$ cat src/hdl/block_buffer_cache_lru_top_defines.svh
// Assertion macros shared by the buffer cache RTL
`ifndef BLOCK_BUFFER_CACHE_LRU_TOP_DEFINES_SVH
`define BLOCK_BUFFER_CACHE_LRU_TOP_DEFINES_SVH

// Check that a condition implies another one in the same cycle
`define BBC_ASSERT_IMP(label, clk, rst, ante, cons, msg) \
  label: assert property (@(posedge clk) disable iff (rst) (ante) |-> (cons)) \
    else $error(msg);

// Check that a condition implies another one in the next cycle
`define BBC_ASSERT_NEXT(label, clk, rst, ante, cons, msg) \
  label: assert property (@(posedge clk) disable iff (rst) (ante) |=> (cons)) \
    else $error(msg);

`endif

$ cat src/hdl/bbc_pkg.sv
// Types, constants and codes of the LRU block buffer cache
package bbc_pkg;

  localparam int NUM_BUFFERS = 32;
  localparam int IDX_W       = $clog2(NUM_BUFFERS);
  localparam int CNT_W       = IDX_W + 1;
  localparam int DEV_W       = 8;
  localparam int BLK_W       = 32;
  localparam int REF_W       = 8;
  localparam int REL_W       = 5;
  localparam int STATUS_W    = 2;

  localparam logic [REF_W-1:0] REF_MAX = '1;

  typedef enum logic {
    OP_ACQUIRE = 1'b0,
    OP_RELEASE = 1'b1
  } opcode_t;

  typedef enum logic [STATUS_W-1:0] {
    STATUS_OK      = 2'd0,
    STATUS_NO_FREE = 2'd1,
    STATUS_UNHELD  = 2'd2
  } status_t;

  // One buffer entry as kept in the entry memory
  typedef struct packed {
    logic [DEV_W-1:0] dev;
    logic [BLK_W-1:0] blk;
    logic             valid;
    logic [REF_W-1:0] refs;
    logic [IDX_W-1:0] rank;
  } entry_t;

  localparam int ENTRY_W = $bits(entry_t);

  // Best candidates found by a tag walk
  typedef struct packed {
    logic             hit_found;
    logic [IDX_W-1:0] hit_idx;
    entry_t           hit_entry;
    logic             free_found;
    logic [IDX_W-1:0] free_idx;
    entry_t           free_entry;
  } scan_res_t;

  typedef enum logic [2:0] {
    ST_CLEAR,
    ST_IDLE,
    ST_ACQ_SCAN,
    ST_ACQ_WRITE,
    ST_REL_CHECK,
    ST_REL_SWEEP,
    ST_DONE
  } state_t;

endpackage

$ cat src/hdl/bbc_if.sv
// Request and response channel interfaces of the buffer cache
interface bbc_req_if import bbc_pkg::*; ();
  logic             valid;
  logic             ready;
  logic             opcode;
  logic [DEV_W-1:0] device;
  logic [BLK_W-1:0] block_number;
  logic [REL_W-1:0] release_index;

  modport source (output valid, opcode, device, block_number, release_index, input ready);
  modport sink   (input valid, opcode, device, block_number, release_index, output ready);
endinterface

interface bbc_rsp_if import bbc_pkg::*; ();
  logic                valid;
  logic                ready;
  logic [STATUS_W-1:0] status;
  logic [REL_W-1:0]    buffer_index;
  logic                needs_read;
  logic                was_hit;

  modport source (output valid, status, buffer_index, needs_read, was_hit, input ready);
  modport sink   (input valid, status, buffer_index, needs_read, was_hit, output ready);
endinterface

$ cat src/hdl/block_buffer_cache_lru_top.sv
// Top level of the LRU block buffer cache: sequencer around the entry memory
//
//   Channel  Dir  Payload                                        Accepted when
//   req      in   opcode, device, block_number, release_index    req.valid && req.ready
//   rsp      out  status, buffer_index, needs_read, was_hit      rsp.valid && rsp.ready
//
// An acquire walks all NUM_BUFFERS entries through the single read port of the
// entry memory before its result is formed. A release walks and rewrites the
// recency ranks only when its count drops to zero. One item is in work at a
// time. After reset a clearing pass writes the reset entries with req.ready
// low. A stalled result waits in the output register while the next item is
// accepted and worked on.
`include "block_buffer_cache_lru_top_defines.svh"

module block_buffer_cache_lru_top import bbc_pkg::*; (
  input logic      clk,
  input logic      rst,
  bbc_req_if.sink  req,
  bbc_rsp_if.source rsp
);

  state_t           state;
  state_t           state_next;
  logic [CNT_W-1:0] cnt;
  logic             rd_pend;
  logic [IDX_W-1:0] rd_idx;

  logic [DEV_W-1:0] op_dev;
  logic [BLK_W-1:0] op_blk;
  logic [REL_W-1:0] rel_raw;
  logic [IDX_W-1:0] rel_addr;
  logic [IDX_W-1:0] rel_rank;

  status_t          res_status;
  logic [REL_W-1:0] res_index;
  logic             res_read;
  logic             res_hit;

  logic             out_valid;
  status_t          out_status;
  logic [REL_W-1:0] out_index;
  logic             out_read;
  logic             out_hit;

  logic             accept;
  logic             out_free;
  logic             issue;
  logic             scan_clear;
  logic             walk_end;

  logic             mem_we;
  logic [IDX_W-1:0] mem_waddr;
  entry_t           mem_wdata;
  logic [IDX_W-1:0] mem_raddr;
  logic [ENTRY_W-1:0] mem_rword;
  entry_t           mem_rdata;
  scan_res_t        scan_res;

  assign accept    = req.valid && req.ready;
  assign out_free  = !out_valid || rsp.ready;
  assign rel_addr  = IDX_W'(rel_raw);
  assign walk_end  = (cnt == CNT_W'(NUM_BUFFERS));
  assign mem_rdata = entry_t'(mem_rword);

  bbc_ram #(
    .WIDTH (ENTRY_W),
    .DEPTH (NUM_BUFFERS)
  ) u_ram (
    .clk   (clk),
    .we    (mem_we),
    .waddr (mem_waddr),
    .wdata (mem_wdata),
    .raddr (mem_raddr),
    .rdata (mem_rword)
  );

  bbc_scan u_scan (
    .clk    (clk),
    .rst    (rst),
    .clear  (scan_clear),
    .sample (rd_pend && (state == ST_ACQ_SCAN)),
    .idx    (rd_idx),
    .data   (mem_rdata),
    .dev    (op_dev),
    .blk    (op_blk),
    .res    (scan_res)
  );

  // Next state and memory port control
  always_comb begin
    state_next = state;
    req.ready  = 1'b0;
    issue      = 1'b0;
    scan_clear = 1'b0;
    mem_we     = 1'b0;
    mem_waddr  = rd_idx;
    mem_wdata  = mem_rdata;
    mem_raddr  = cnt[IDX_W-1:0];
    unique case (state)
      ST_CLEAR: begin
        mem_we         = 1'b1;
        mem_waddr      = cnt[IDX_W-1:0];
        mem_wdata.dev  = '0;
        mem_wdata.blk  = '0;
        mem_wdata.valid = 1'b0;
        mem_wdata.refs = '0;
        mem_wdata.rank = IDX_W'(NUM_BUFFERS - 1) - cnt[IDX_W-1:0];
        if (cnt == CNT_W'(NUM_BUFFERS - 1)) begin
          state_next = ST_IDLE;
        end
      end
      ST_IDLE: begin
        req.ready  = 1'b1;
        scan_clear = 1'b1;
        mem_raddr  = IDX_W'(req.release_index);
        if (accept) begin
          if (req.opcode == OP_RELEASE) begin
            if (int'(req.release_index) < NUM_BUFFERS) begin
              state_next = ST_REL_CHECK;
            end else begin
              state_next = ST_DONE;
            end
          end else begin
            state_next = ST_ACQ_SCAN;
          end
        end
      end
      ST_ACQ_SCAN: begin
        issue = !walk_end;
        if (walk_end) begin
          state_next = ST_ACQ_WRITE;
        end
      end
      ST_ACQ_WRITE: begin
        // Hit: bump the count; miss: retag the free entry, rank unchanged
        if (scan_res.hit_found) begin
          mem_we          = 1'b1;
          mem_waddr       = scan_res.hit_idx;
          mem_wdata       = scan_res.hit_entry;
          mem_wdata.valid = 1'b1;
          if (scan_res.hit_entry.refs != REF_MAX) begin
            mem_wdata.refs = scan_res.hit_entry.refs + 1'b1;
          end
        end else if (scan_res.free_found) begin
          mem_we          = 1'b1;
          mem_waddr       = scan_res.free_idx;
          mem_wdata       = scan_res.free_entry;
          mem_wdata.dev   = op_dev;
          mem_wdata.blk   = op_blk;
          mem_wdata.valid = 1'b1;
          mem_wdata.refs  = REF_W'(1);
        end
        state_next = ST_DONE;
      end
      ST_REL_CHECK: begin
        if (mem_rdata.refs == '0) begin
          state_next = ST_DONE;
        end else if (mem_rdata.refs == REF_W'(1)) begin
          state_next = ST_REL_SWEEP;
        end else begin
          mem_we         = 1'b1;
          mem_waddr      = rel_addr;
          mem_wdata.refs = mem_rdata.refs - 1'b1;
          state_next     = ST_DONE;
        end
      end
      ST_REL_SWEEP: begin
        // Age the entries more recent than the released one, move it to front
        issue = !walk_end;
        if (rd_pend) begin
          mem_we = 1'b1;
          if (rd_idx == rel_addr) begin
            mem_wdata.rank = '0;
            mem_wdata.refs = '0;
          end else if (mem_rdata.rank < rel_rank) begin
            mem_wdata.rank = mem_rdata.rank + 1'b1;
          end
        end
        if (walk_end) begin
          state_next = ST_DONE;
        end
      end
      ST_DONE: begin
        if (out_free) begin
          state_next = ST_IDLE;
        end
      end
      default: begin
        state_next = ST_IDLE;
      end
    endcase
  end

  // Control registers
  always_ff @(posedge clk) begin
    if (rst) begin
      state     <= ST_CLEAR;
      cnt       <= '0;
      rd_pend   <= 1'b0;
      out_valid <= 1'b0;
    end else begin
      state   <= state_next;
      rd_pend <= issue;
      if (state == ST_IDLE) begin
        cnt <= '0;
      end else if (state == ST_CLEAR || issue) begin
        cnt <= cnt + 1'b1;
      end
      if (state == ST_DONE && out_free) begin
        out_valid <= 1'b1;
      end else if (rsp.valid && rsp.ready) begin
        out_valid <= 1'b0;
      end
    end
  end

  // Item capture, result forming and output register
  always_ff @(posedge clk) begin
    rd_idx <= cnt[IDX_W-1:0];
    unique case (state)
      ST_IDLE: begin
        if (accept) begin
          op_dev     <= req.device;
          op_blk     <= req.block_number;
          rel_raw    <= req.release_index;
          res_status <= STATUS_UNHELD;
          res_index  <= req.release_index;
          res_read   <= 1'b0;
          res_hit    <= 1'b0;
        end
      end
      ST_ACQ_WRITE: begin
        if (scan_res.hit_found) begin
          res_status <= STATUS_OK;
          res_index  <= REL_W'(scan_res.hit_idx);
          res_read   <= !scan_res.hit_entry.valid;
          res_hit    <= 1'b1;
        end else if (scan_res.free_found) begin
          res_status <= STATUS_OK;
          res_index  <= REL_W'(scan_res.free_idx);
          res_read   <= 1'b1;
          res_hit    <= 1'b0;
        end else begin
          res_status <= STATUS_NO_FREE;
          res_index  <= '0;
          res_read   <= 1'b0;
          res_hit    <= 1'b0;
        end
      end
      ST_REL_CHECK: begin
        rel_rank <= mem_rdata.rank;
        if (mem_rdata.refs != '0) begin
          res_status <= STATUS_OK;
        end
      end
      ST_DONE: begin
        if (out_free) begin
          out_status <= res_status;
          out_index  <= res_index;
          out_read   <= res_read;
          out_hit    <= res_hit;
        end
      end
      default: begin
      end
    endcase
  end

  assign rsp.valid        = out_valid;
  assign rsp.status       = out_status;
  assign rsp.buffer_index = out_index;
  assign rsp.needs_read   = out_read;
  assign rsp.was_hit      = out_hit;

  `BBC_ASSERT_IMP(a_we_states, clk, rst, mem_we, (state == ST_CLEAR || state == ST_ACQ_WRITE || state == ST_REL_CHECK || state == ST_REL_SWEEP), "entry memory written outside a writing state")
  `BBC_ASSERT_IMP(a_rel_front, clk, rst, (state == ST_REL_SWEEP && rd_pend && rd_idx == rel_addr), (mem_we && mem_wdata.rank == '0 && mem_wdata.refs == '0), "released entry not moved to front")
  `BBC_ASSERT_IMP(a_hit_write, clk, rst, (state == ST_ACQ_WRITE && scan_res.hit_found), (mem_we && mem_waddr == scan_res.hit_idx && mem_wdata.valid), "hit entry not written back")
  `BBC_ASSERT_NEXT(a_busy, clk, rst, accept, (state != ST_IDLE), "accepted item left no work in progress")

endmodule

$ cat src/hdl/bbc_ram.sv
// Simple dual-port synchronous RAM with registered read data
module bbc_ram #(
  parameter int  WIDTH = 8,
  parameter int  DEPTH = 32,
  localparam int AW    = $clog2(DEPTH)
) (
  input  logic             clk,
  input  logic             we,
  input  logic [AW-1:0]    waddr,
  input  logic [WIDTH-1:0] wdata,
  input  logic [AW-1:0]    raddr,
  output logic [WIDTH-1:0] rdata
);

  logic [WIDTH-1:0] mem [DEPTH];

  // Write one word, read one word (old data on a same-address collision)
  always_ff @(posedge clk) begin
    if (we) begin
      mem[waddr] <= wdata;
    end
    rdata <= mem[raddr];
  end

endmodule

$ cat src/hdl/bbc_scan.sv
// Tag walk tracker: most recent matching entry and least recent free entry
module bbc_scan import bbc_pkg::*; (
  input  logic             clk,
  input  logic             rst,
  input  logic             clear,
  input  logic             sample,
  input  logic [IDX_W-1:0] idx,
  input  entry_t           data,
  input  logic [DEV_W-1:0] dev,
  input  logic [BLK_W-1:0] blk,
  output scan_res_t        res
);

  logic take_hit;
  logic take_free;

  // Compare one entry against the current best candidates
  always_comb begin
    take_hit  = (data.dev == dev) && (data.blk == blk) &&
                (!res.hit_found || (data.rank < res.hit_entry.rank));
    take_free = (data.refs == '0) &&
                (!res.free_found || (data.rank > res.free_entry.rank));
  end

  // Hold the best candidates over the walk
  always_ff @(posedge clk) begin
    if (rst || clear) begin
      res.hit_found  <= 1'b0;
      res.free_found <= 1'b0;
    end else if (sample) begin
      if (take_hit) begin
        res.hit_found <= 1'b1;
        res.hit_idx   <= idx;
        res.hit_entry <= data;
      end
      if (take_free) begin
        res.free_found <= 1'b1;
        res.free_idx   <= idx;
        res.free_entry <= data;
      end
    end
  end

endmodule

$ cat src/flat_wrapper.sv
// flat-port wrapper written by rule: the top's interface ports become plain ports
module block_buffer_cache_lru_top_flat import bbc_pkg::*;
  (clk, rst, req_valid, req_opcode, req_device, req_block_number, req_release_index, req_ready, rsp_valid, rsp_status, rsp_buffer_index, rsp_needs_read, rsp_was_hit, rsp_ready);
  bbc_req_if req_i ();
  bbc_rsp_if rsp_i ();
  input logic clk;
  input logic rst;
  input wire logic [$bits(req_i.valid)-1:0] req_valid;
  input wire logic [$bits(req_i.opcode)-1:0] req_opcode;
  input wire logic [$bits(req_i.device)-1:0] req_device;
  input wire logic [$bits(req_i.block_number)-1:0] req_block_number;
  input wire logic [$bits(req_i.release_index)-1:0] req_release_index;
  output wire logic [$bits(req_i.ready)-1:0] req_ready;
  output wire logic [$bits(rsp_i.valid)-1:0] rsp_valid;
  output wire logic [$bits(rsp_i.status)-1:0] rsp_status;
  output wire logic [$bits(rsp_i.buffer_index)-1:0] rsp_buffer_index;
  output wire logic [$bits(rsp_i.needs_read)-1:0] rsp_needs_read;
  output wire logic [$bits(rsp_i.was_hit)-1:0] rsp_was_hit;
  input wire logic [$bits(rsp_i.ready)-1:0] rsp_ready;
  assign req_i.valid = req_valid;
  assign req_i.opcode = req_opcode;
  assign req_i.device = req_device;
  assign req_i.block_number = req_block_number;
  assign req_i.release_index = req_release_index;
  assign req_ready = req_i.ready;
  assign rsp_valid = rsp_i.valid;
  assign rsp_status = rsp_i.status;
  assign rsp_buffer_index = rsp_i.buffer_index;
  assign rsp_needs_read = rsp_i.needs_read;
  assign rsp_was_hit = rsp_i.was_hit;
  assign rsp_i.ready = rsp_ready;
  block_buffer_cache_lru_top u_core (.clk(clk), .rst(rst), .req(req_i), .rsp(rsp_i));
endmodule
$ cat config.mk
export PLATFORM = sky130hd
export DESIGN_NAME = block_buffer_cache_lru_top_flat
export DESIGN_NICKNAME = d
export VERILOG_FILES = /design/src/hdl/bbc_pkg.sv /design/src/hdl/bbc_if.sv /design/src/hdl/block_buffer_cache_lru_top.sv /design/src/hdl/bbc_ram.sv /design/src/hdl/bbc_scan.sv /design/src/flat_wrapper.sv
export VERILOG_INCLUDE_DIRS = /design/src /design/src/hdl
export SDC_FILE = /design/constraint.sdc
export NUM_CORES = 2
export LEC_CHECK = 0
export BUFFER_PORTS_ARGS = -buffer_cell sky130_fd_sc_hd__buf_2
export CAP_MARGIN = 20
export CORE_ASPECT_RATIO = 0.7
export CORE_MARGIN = 2
export CORE_UTILIZATION = 47
export CTS_CLUSTER_SIZE = 25
export DETAILED_ROUTE_END_ITERATION = 7
export PLACE_DENSITY_LB_ADDON = 0.15
export REMOVE_ABC_BUFFERS = 1
export SYNTH_ARGS = -nofsm -noshare
export SYNTH_HDL_FRONTEND = slang
export SYNTH_SLANG_ARGS = --single-unit
$ cat constraint.sdc
create_clock -name clk -period 10 [get_ports clk]
set_input_delay 1.5 -clock clk [delete_from_list [all_inputs] [get_ports clk]]
set_output_delay 1.5 -clock clk [all_outputs]
set_load 0.02 [all_outputs]
# Word-level counts from Yosys, hierarchy flattened

Memories as Yosys holds them, arrays and structs flattened. A register that Yosys moved wholly into a read port is not among the register bits.
Index checks and enable logic that the tools add are counted.

Output and inout port bits: 11
Register bits: 155
Bits in writable memories: 1728
Memories: 1
Word-level logic and storage cells: 143
Input bits: 50

Memory list:

| memory           | words | bits a word | read ports | clocked after memory_dff | write ports | line          | RTL |
|---|---|---|---|---|---|---|---|
| u_core.u_ram.mem | 32    | 54          | 1          | 1                        | 1           | bbc_ram.sv:15 | `logic [WIDTH-1:0] mem [DEPTH];` |

Bitwise logic cells: 1
$lt $le $gt $ge: 3
Equal/unequal tests: 19
$add $sub $neg: 5
Mux-type cells: 53
Reductions and logical operators: 34

Operators by type and width:

| cell                  | count |
|---|---|
| $mux W54              | 2 |
| $pmux W41 S2          | 1 |
| $mux W5               | 10 |
| $eq A32 B32 Y1        | 1 |
| $mux W8               | 4 |
| $pmux W8 S4           | 1 |
| $pmux W5 S3           | 2 |
| $pmux W3 S7           | 1 |
| $mux W3               | 6 |
| $mux W1               | 15 |
| $mux W13              | 1 |
| $ne A2 B1 Y1 const B  | 6 |
| $lt A5 B5 Y1          | 2 |
| $mux W2               | 5 |
| $pmux W5 S2           | 1 |
| $reduce_and A2 Y1     | 5 |
| $eq A3 B3 Y1 const B  | 3 |
| $reduce_and A3 Y1     | 3 |
| $add A8 B1 Y8 const B | 1 |
| $eq A8 B1 Y1 const B  | 1 |
| $eq A8 B8 Y1          | 1 |
| $logic_not A8 Y1      | 1 |
| $ne A8 B8 Y1 const B  | 1 |
| $reduce_bool A8 Y1    | 1 |
| 22 further kinds      | 40 |

# Depth between registers and ports, before layout

Depth in word-level cells: 6
Gate-level depth with buffers: 11
Mapped depth without buffers: 8

# By module

Synthesis repeated with hierarchy kept, for this count alone.

Cell total of the unflattened synthesis: 4465
Area total of the unflattened synthesis: 77550.6 um2

By module, submodules not included:

| module                     | area an instance (um2) | sequential area each (um2) | times used | cells each |
|---|---|---|---|---|
| bbc_ram                    | 68280.5                | 52970.8                    | 1          | 3778 |
| block_buffer_cache_lru_top | 4971.0                 | 2362.3                     | 1          | 472 |
| bbc_scan                   | 4299.1                 | 3583.4                     | 1          | 215 |

# Least setup slack after synthesis

OpenSTA, ideal clock, no wires.

Kind: input port to flip-flop
Start: input rst
End: register u_core.u_scan.res[100] in the netlist's numbering (enable)
Data arrival time: 4955 ps
Stages on the path: 4
Library setup time: 495 ps
Required time: 9505 ps
Slack: 4549 ps
Buffers on the path: 0
Cells stage by stage: nand4b_1 > nor4_1 > nand3_1 > a21oi_1

Word-level cells in the longest chain between the ends: 3

Ends and longest elaborated chain:

| item                        | line              | RTL |
|---|---|---|
| start: declaration          | flat_wrapper.sv:7 | `input logic rst;` |
| $logic_or A1 B1 Y1          | bbc_scan.sv:27    | `if (rst \|\| clear) begin` |
| $not A1 Y1 (no line)        | -                 |  |
| $reduce_and A3 Y1 (no line) | -                 |  |
| end: declaration            | bbc_scan.sv:11    | `output scan_res_t res` |

Every way passes these cells.
A chain may end at the register's enable or synchronous reset.

# Worst setup path in the final report

Start: register u_core.state[2]
End: memory u_core.u_ram.mem[26][38] in the netlist's numbering (enable)

Word-level cells in the longest chain between the ends: 4
Elaborated cells on any way between the ends: 8
Classes of those cells: eq/ne: 3; mux: 4; reduce/logical: 1

Ends and longest elaborated chain:

| item                                       | line                              | RTL |
|---|---|---|
| start: declaration                         | block_buffer_cache_lru_top.sv:22  | `state_t state;` |
| start signal: assignment                   | block_buffer_cache_lru_top.sv:202 | `state <= state_next;` |
| $eq A3 B3 Y1, or another cell as far along | block_buffer_cache_lru_top.sv:99  | `unique case (state)` |
| $pmux W1 S4                                | block_buffer_cache_lru_top.sv:99  |  |
| $mux W1                                    | bbc_ram.sv:19                     | `if (we) begin` |
| $mux W1 (implied by the code)              | bbc_ram.sv:20                     | `mem[waddr] <= wdata;` |
| end: declaration                           | bbc_ram.sv:15                     |  |

Several ways; a longest one is shown, not always the timed one.

==> results.sh <==
export IMPL_run_status="finished, final reports clean"
export IMPL_rows=127
export IMPL_rsz0062_at_grt="no"
export IMPL_place_ws_ns=4.43
export IMPL_post_cts_resized=0
export IMPL_cts_buffer_depth=3
export IMPL_post_drt_wl_per_cell_um=30.9
export IMPL_syn_inst=5502
export IMPL_r2r_end="u_core.u_ram.mem[26][38]$_DFFE_PP_"
export IMPL_p_clk_share_pct=28.0
export IMPL_place_area_um2=84200
export IMPL_slowest_delay_ns=1.01
export IMPL_areaGrowthSynthToFinish_pct=11.3
export IMPL_cts_buffers=182
export IMPL_slew_headroom_pct=24.0
export IMPL_synth_edf_count=1865
export IMPL_clk_latency_ns=0.84
export IMPL_powerDensity_nw_per_um2=270
export IMPL_drtAntennaViolNets=0
export IMPL_switching_share_pct=33.9
export IMPL_die_area_um2=176000
export IMPL_dp_hpwl_um=133000
export IMPL_max_freq_mhz=177
export IMPL_multiInputGateArea_um2=22300
export IMPL_syn_avg_cell_area_um2=14.7
export IMPL_synth_async_sr_flop_share_pct=0
export IMPL_path_clk_slew_ns=0.06
export IMPL_use_met3_pct=5.32
export IMPL_skew_ns=0.0423
export IMPL_grt_max_degree=146
export IMPL_first_iter_violations=7432
export IMPL_place_congestion=0.834
export IMPL_via_per_inst=6.30
export IMPL_irDropWorstVdd_uv=289
export IMPL_globalRouteMet2Util_pct=39.4
export IMPL_fp_dieW_um=500
export IMPL_hold_viol=0
export IMPL_port_buffers=60
export IMPL_tritoncts="done"
export IMPL_worstPathArrival_ns=6.09
export IMPL_yosys_register_bits=1937
export IMPL_r2r_start="u_core.state[2]$_SDFFE_PP0P_"
export IMPL_grt_remaining_overflow=0
export IMPL_cp_slowest_cell="nor2_4"
export IMPL_power_total_mw=24.3
export IMPL_ff2ff_path_depth=8
export IMPL_hold_buffers=0
export IMPL_start_kind="flop"
export IMPL_ys_seq_area_share_pct=70.8
export IMPL_ys_flop_type="edfxtp_1"
export IMPL_synthesis_area_um2=81100
export IMPL_yosys_warnings=0
export IMPL_vias=50000
export IMPL_min_period_ns=5.64
export IMPL_worst_slack_ns=4.36
export IMPL_crit_required_ns=10.45
export IMPL_critPathMaxFanout=34
export IMPL_routed_wl_um=245000
export IMPL_hold_class="reg2reg"
export IMPL_pin_count=61
export IMPL_drive_gt1_share_pct=9.50
export IMPL_worstSetupEndpoint="u_core.u_ram.mem[26][38]$_DFFE_PP_"
export IMPL_worst_pin_slew_ns=1.14
export IMPL_leakage_nw=31.5
export IMPL_end_kind="flop"
export IMPL_p_int_mw=16.1
export IMPL_post_cts_buffers=0
export IMPL_synth_cell_type_count=71
export IMPL_cts_sinks=1937
export IMPL_clock_root_buffer="clkbuf_16"
export IMPL_antenna_found_initial=11
export IMPL_period_share_pct=56.4
export IMPL_comb_power_share_pct=28.3
export IMPL_setup_viol=0
export IMPL_drv_slew=0
export IMPL_final_nets=5601
export IMPL_drc=0
export IMPL_fp_dieH_um=352
export IMPL_final_core_utilization_pct=52.7
export IMPL_grt_busiest_layer="met1"
export IMPL_maxCapViolCount=0
export IMPL_p_seq_share_pct=43.7
export IMPL_grt_pass1_vias=46100
export IMPL_start_util_pct=47.3
export IMPL_core_um2=171000
export IMPL_grt_total_usage_pct=27.4
export IMPL_path_class="reg2reg"
export IMPL_dr_pass1_iters=6
export IMPL_grt_pass1_wl_um=345000
export IMPL_grtUsageMet1_pct=42.9
export IMPL_crit_chain="nor4bb_1 -> and2_2 -> buf_4 -> a221o_1 -> a21oi_1 -> nand2b_1 -> nor2_4 -> buf_4"
export IMPL_cp_startpoint="u_core.state[2]$_SDFFE_PP0P_"
export IMPL_crit_path_frequent_cell="buf_4"
export IMPL_htree_levels=4
export IMPL_r2r_setup_slack_ns=4.36
export IMPL_final_area_um2=90300
export IMPL_p_sw_mw=8.24
export IMPL_regArea_um2=57500
export IMPL_n_fill_cell=14000
==> flip-flops by register name, summed over array words and instances (netlist names), 5 cells and up <==
register                 count
u_core.op_dev                8
u_core.cnt                   6
u_core.res_index             5
u_core.op_blk               32
u_core.rd_idx                5
u_core.u_scan.res           71
u_core.rel_rank              5
u_core.rel_addr              5
u_core.rsp.buffer_index      5
u_core.u_ram.rdata          54
u_core.u_ram.mem          1728
==> area by class of cell <==
type,count,share of cell area (%)
sequential,1937,63.7
multi-input combinational,3149,24.7
clock buffer,256,5.55
tap,2257,3.13
timing repair buffer,197,1.84
clock inverter,82,0.828
inverter,64,0.270
antenna,1,0.00277
==> worst min path at each step <==
stage	startpoint	to	slack, ns	cells after the start
floorplan	u_core.res_index[0]$_DFFE_PP_	u_core.rsp.buffer_index[0]$_DFFE_PP_	0.40	0
global placement	u_core.res_status[1]$_DFFE_PP_	u_core.rsp.status[1]$_DFFE_PP_	0.41	0
detailed placement	u_core.res_index[4]$_DFFE_PP_	u_core.rsp.buffer_index[4]$_DFFE_PP_	0.41	0
CTS	u_core.res_index[4]$_DFFE_PP_	u_core.rsp.buffer_index[4]$_DFFE_PP_	0.42	0
global route	u_core.res_status[0]$_DFFE_PP_	u_core.rsp.status[0]$_DFFE_PP_	0.42	0
finish	u_core.res_status[0]$_DFFE_PP_	u_core.rsp.status[0]$_DFFE_PP_	0.42	0
==> Yosys cell counts (11+ instances only) <==
master     instances  area (um^2)
edfxtp_1        1865        56000
mux2i_1          998         9990
nand2_1          801         3010
nand3_1          231         1160
clkbuf_1         198          743
nor2_1           198          743
a32oi_1          158         1380
buf_2            115          576
dfxtp_1           72         1440
nand4_1           71          444
a21oi_1           64          320
inv_1             62          233
o21ai_0           55          275
a32o_1            54          541
xnor2_1           48          420
nor3_1            47          235
a222oi_1          43          430
and3_1            39          244
o22ai_1           39          244
a22oi_1           38          285
a311oi_1          38          333
buf_1             26         97.6
nor4_1            24          150
o2111ai_1         21          184
ha_1              20          250
or3_1             19          119
a21o_1            11         82.6
==> kinds of logic (layout without fill, tap and decap cells) <==
| group | after synthesis | after routing | synth area share [%] |
|---|---|---|---|
| DFF | 1937 | 1937 | 70.8 |
| and+or+nand+nor | 1489 | 1489 | 8.07 |
| muxes | 1005 | 1005 | 12.4 |
| AOI/OAI and AO/OA | 582 | 582 | 5.62 |
| buffers and inverters | 416 | 599 | 2.18 |
| xor gates and xnor gates | 53 | 53 | 0.572 |
| adders and majority gates | 20 | 20 | 0.309 |
| other | 0 | 1 | 0 |
==> stage by stage <==
| stage | TNS [ns] | hold slack, ns | instances |
|---|---|---|---|
| final | 0 | 0.419 | 7943 |
| after global routing | 0 | 0.422 | 7943 |
| after CTS | 0 | 0.419 | 7930 |
| after detailed placement | 0 | 0.405 | 7592 |
| after global placement | 0 | 0.407 | 7590 |
| after floorplan | -1685.29 | 0.400 | 5150 |
==> worst max-delay path: cells and delay by family (launching register included) <==
family / cells / cell delay, ns
AND/OR/NAND/NOR: 4 / 2.82
flip-flops: 1 / 0.57
buffers and inverters: 2 / 1.33
AO/OA/AOI/OAI: 2 / 0.41
==> cell usage in the layout, fill, tap and decap left out, types with 46 or more instances in the layout <==
cell type     n
nand3_1     231
nor3_1       46
buf_2        58
a21oi_1      63
nor2_1      156
clkbuf_16   183
xnor2_1      48
nand4_1      71
mux2i_1     995
inv_1        62
clkbuf_1     57
o21ai_0      51
a32oi_1     158
buf_4       119
dfxtp_1      70
a32o_1       54
edfxtp_1   1865
nand2_1     800
==> power groups by stage <==
stage                     combinational, mW  clock (mW)  sequential, mW
after floorplan                        5.85           0            10.8
after global placement                 6.58           0            10.8
after detailed placement               6.67           0            10.8
after CTS                              6.70        6.90            10.6
after global routing                   7.33        7.22            10.7
final                                  6.88        6.82            10.6
==> metal layers <==
layer  wire [um]  up-vias  share of wire [%]
met5           0        -                  0
met4        4550        0                1.9
met3       25000      280                 10
met2      104000     2636                 42
met1      111000    25700                 45
li1            -    21300                  -
No activity file was read; power rests on OpenSTA's default activity.
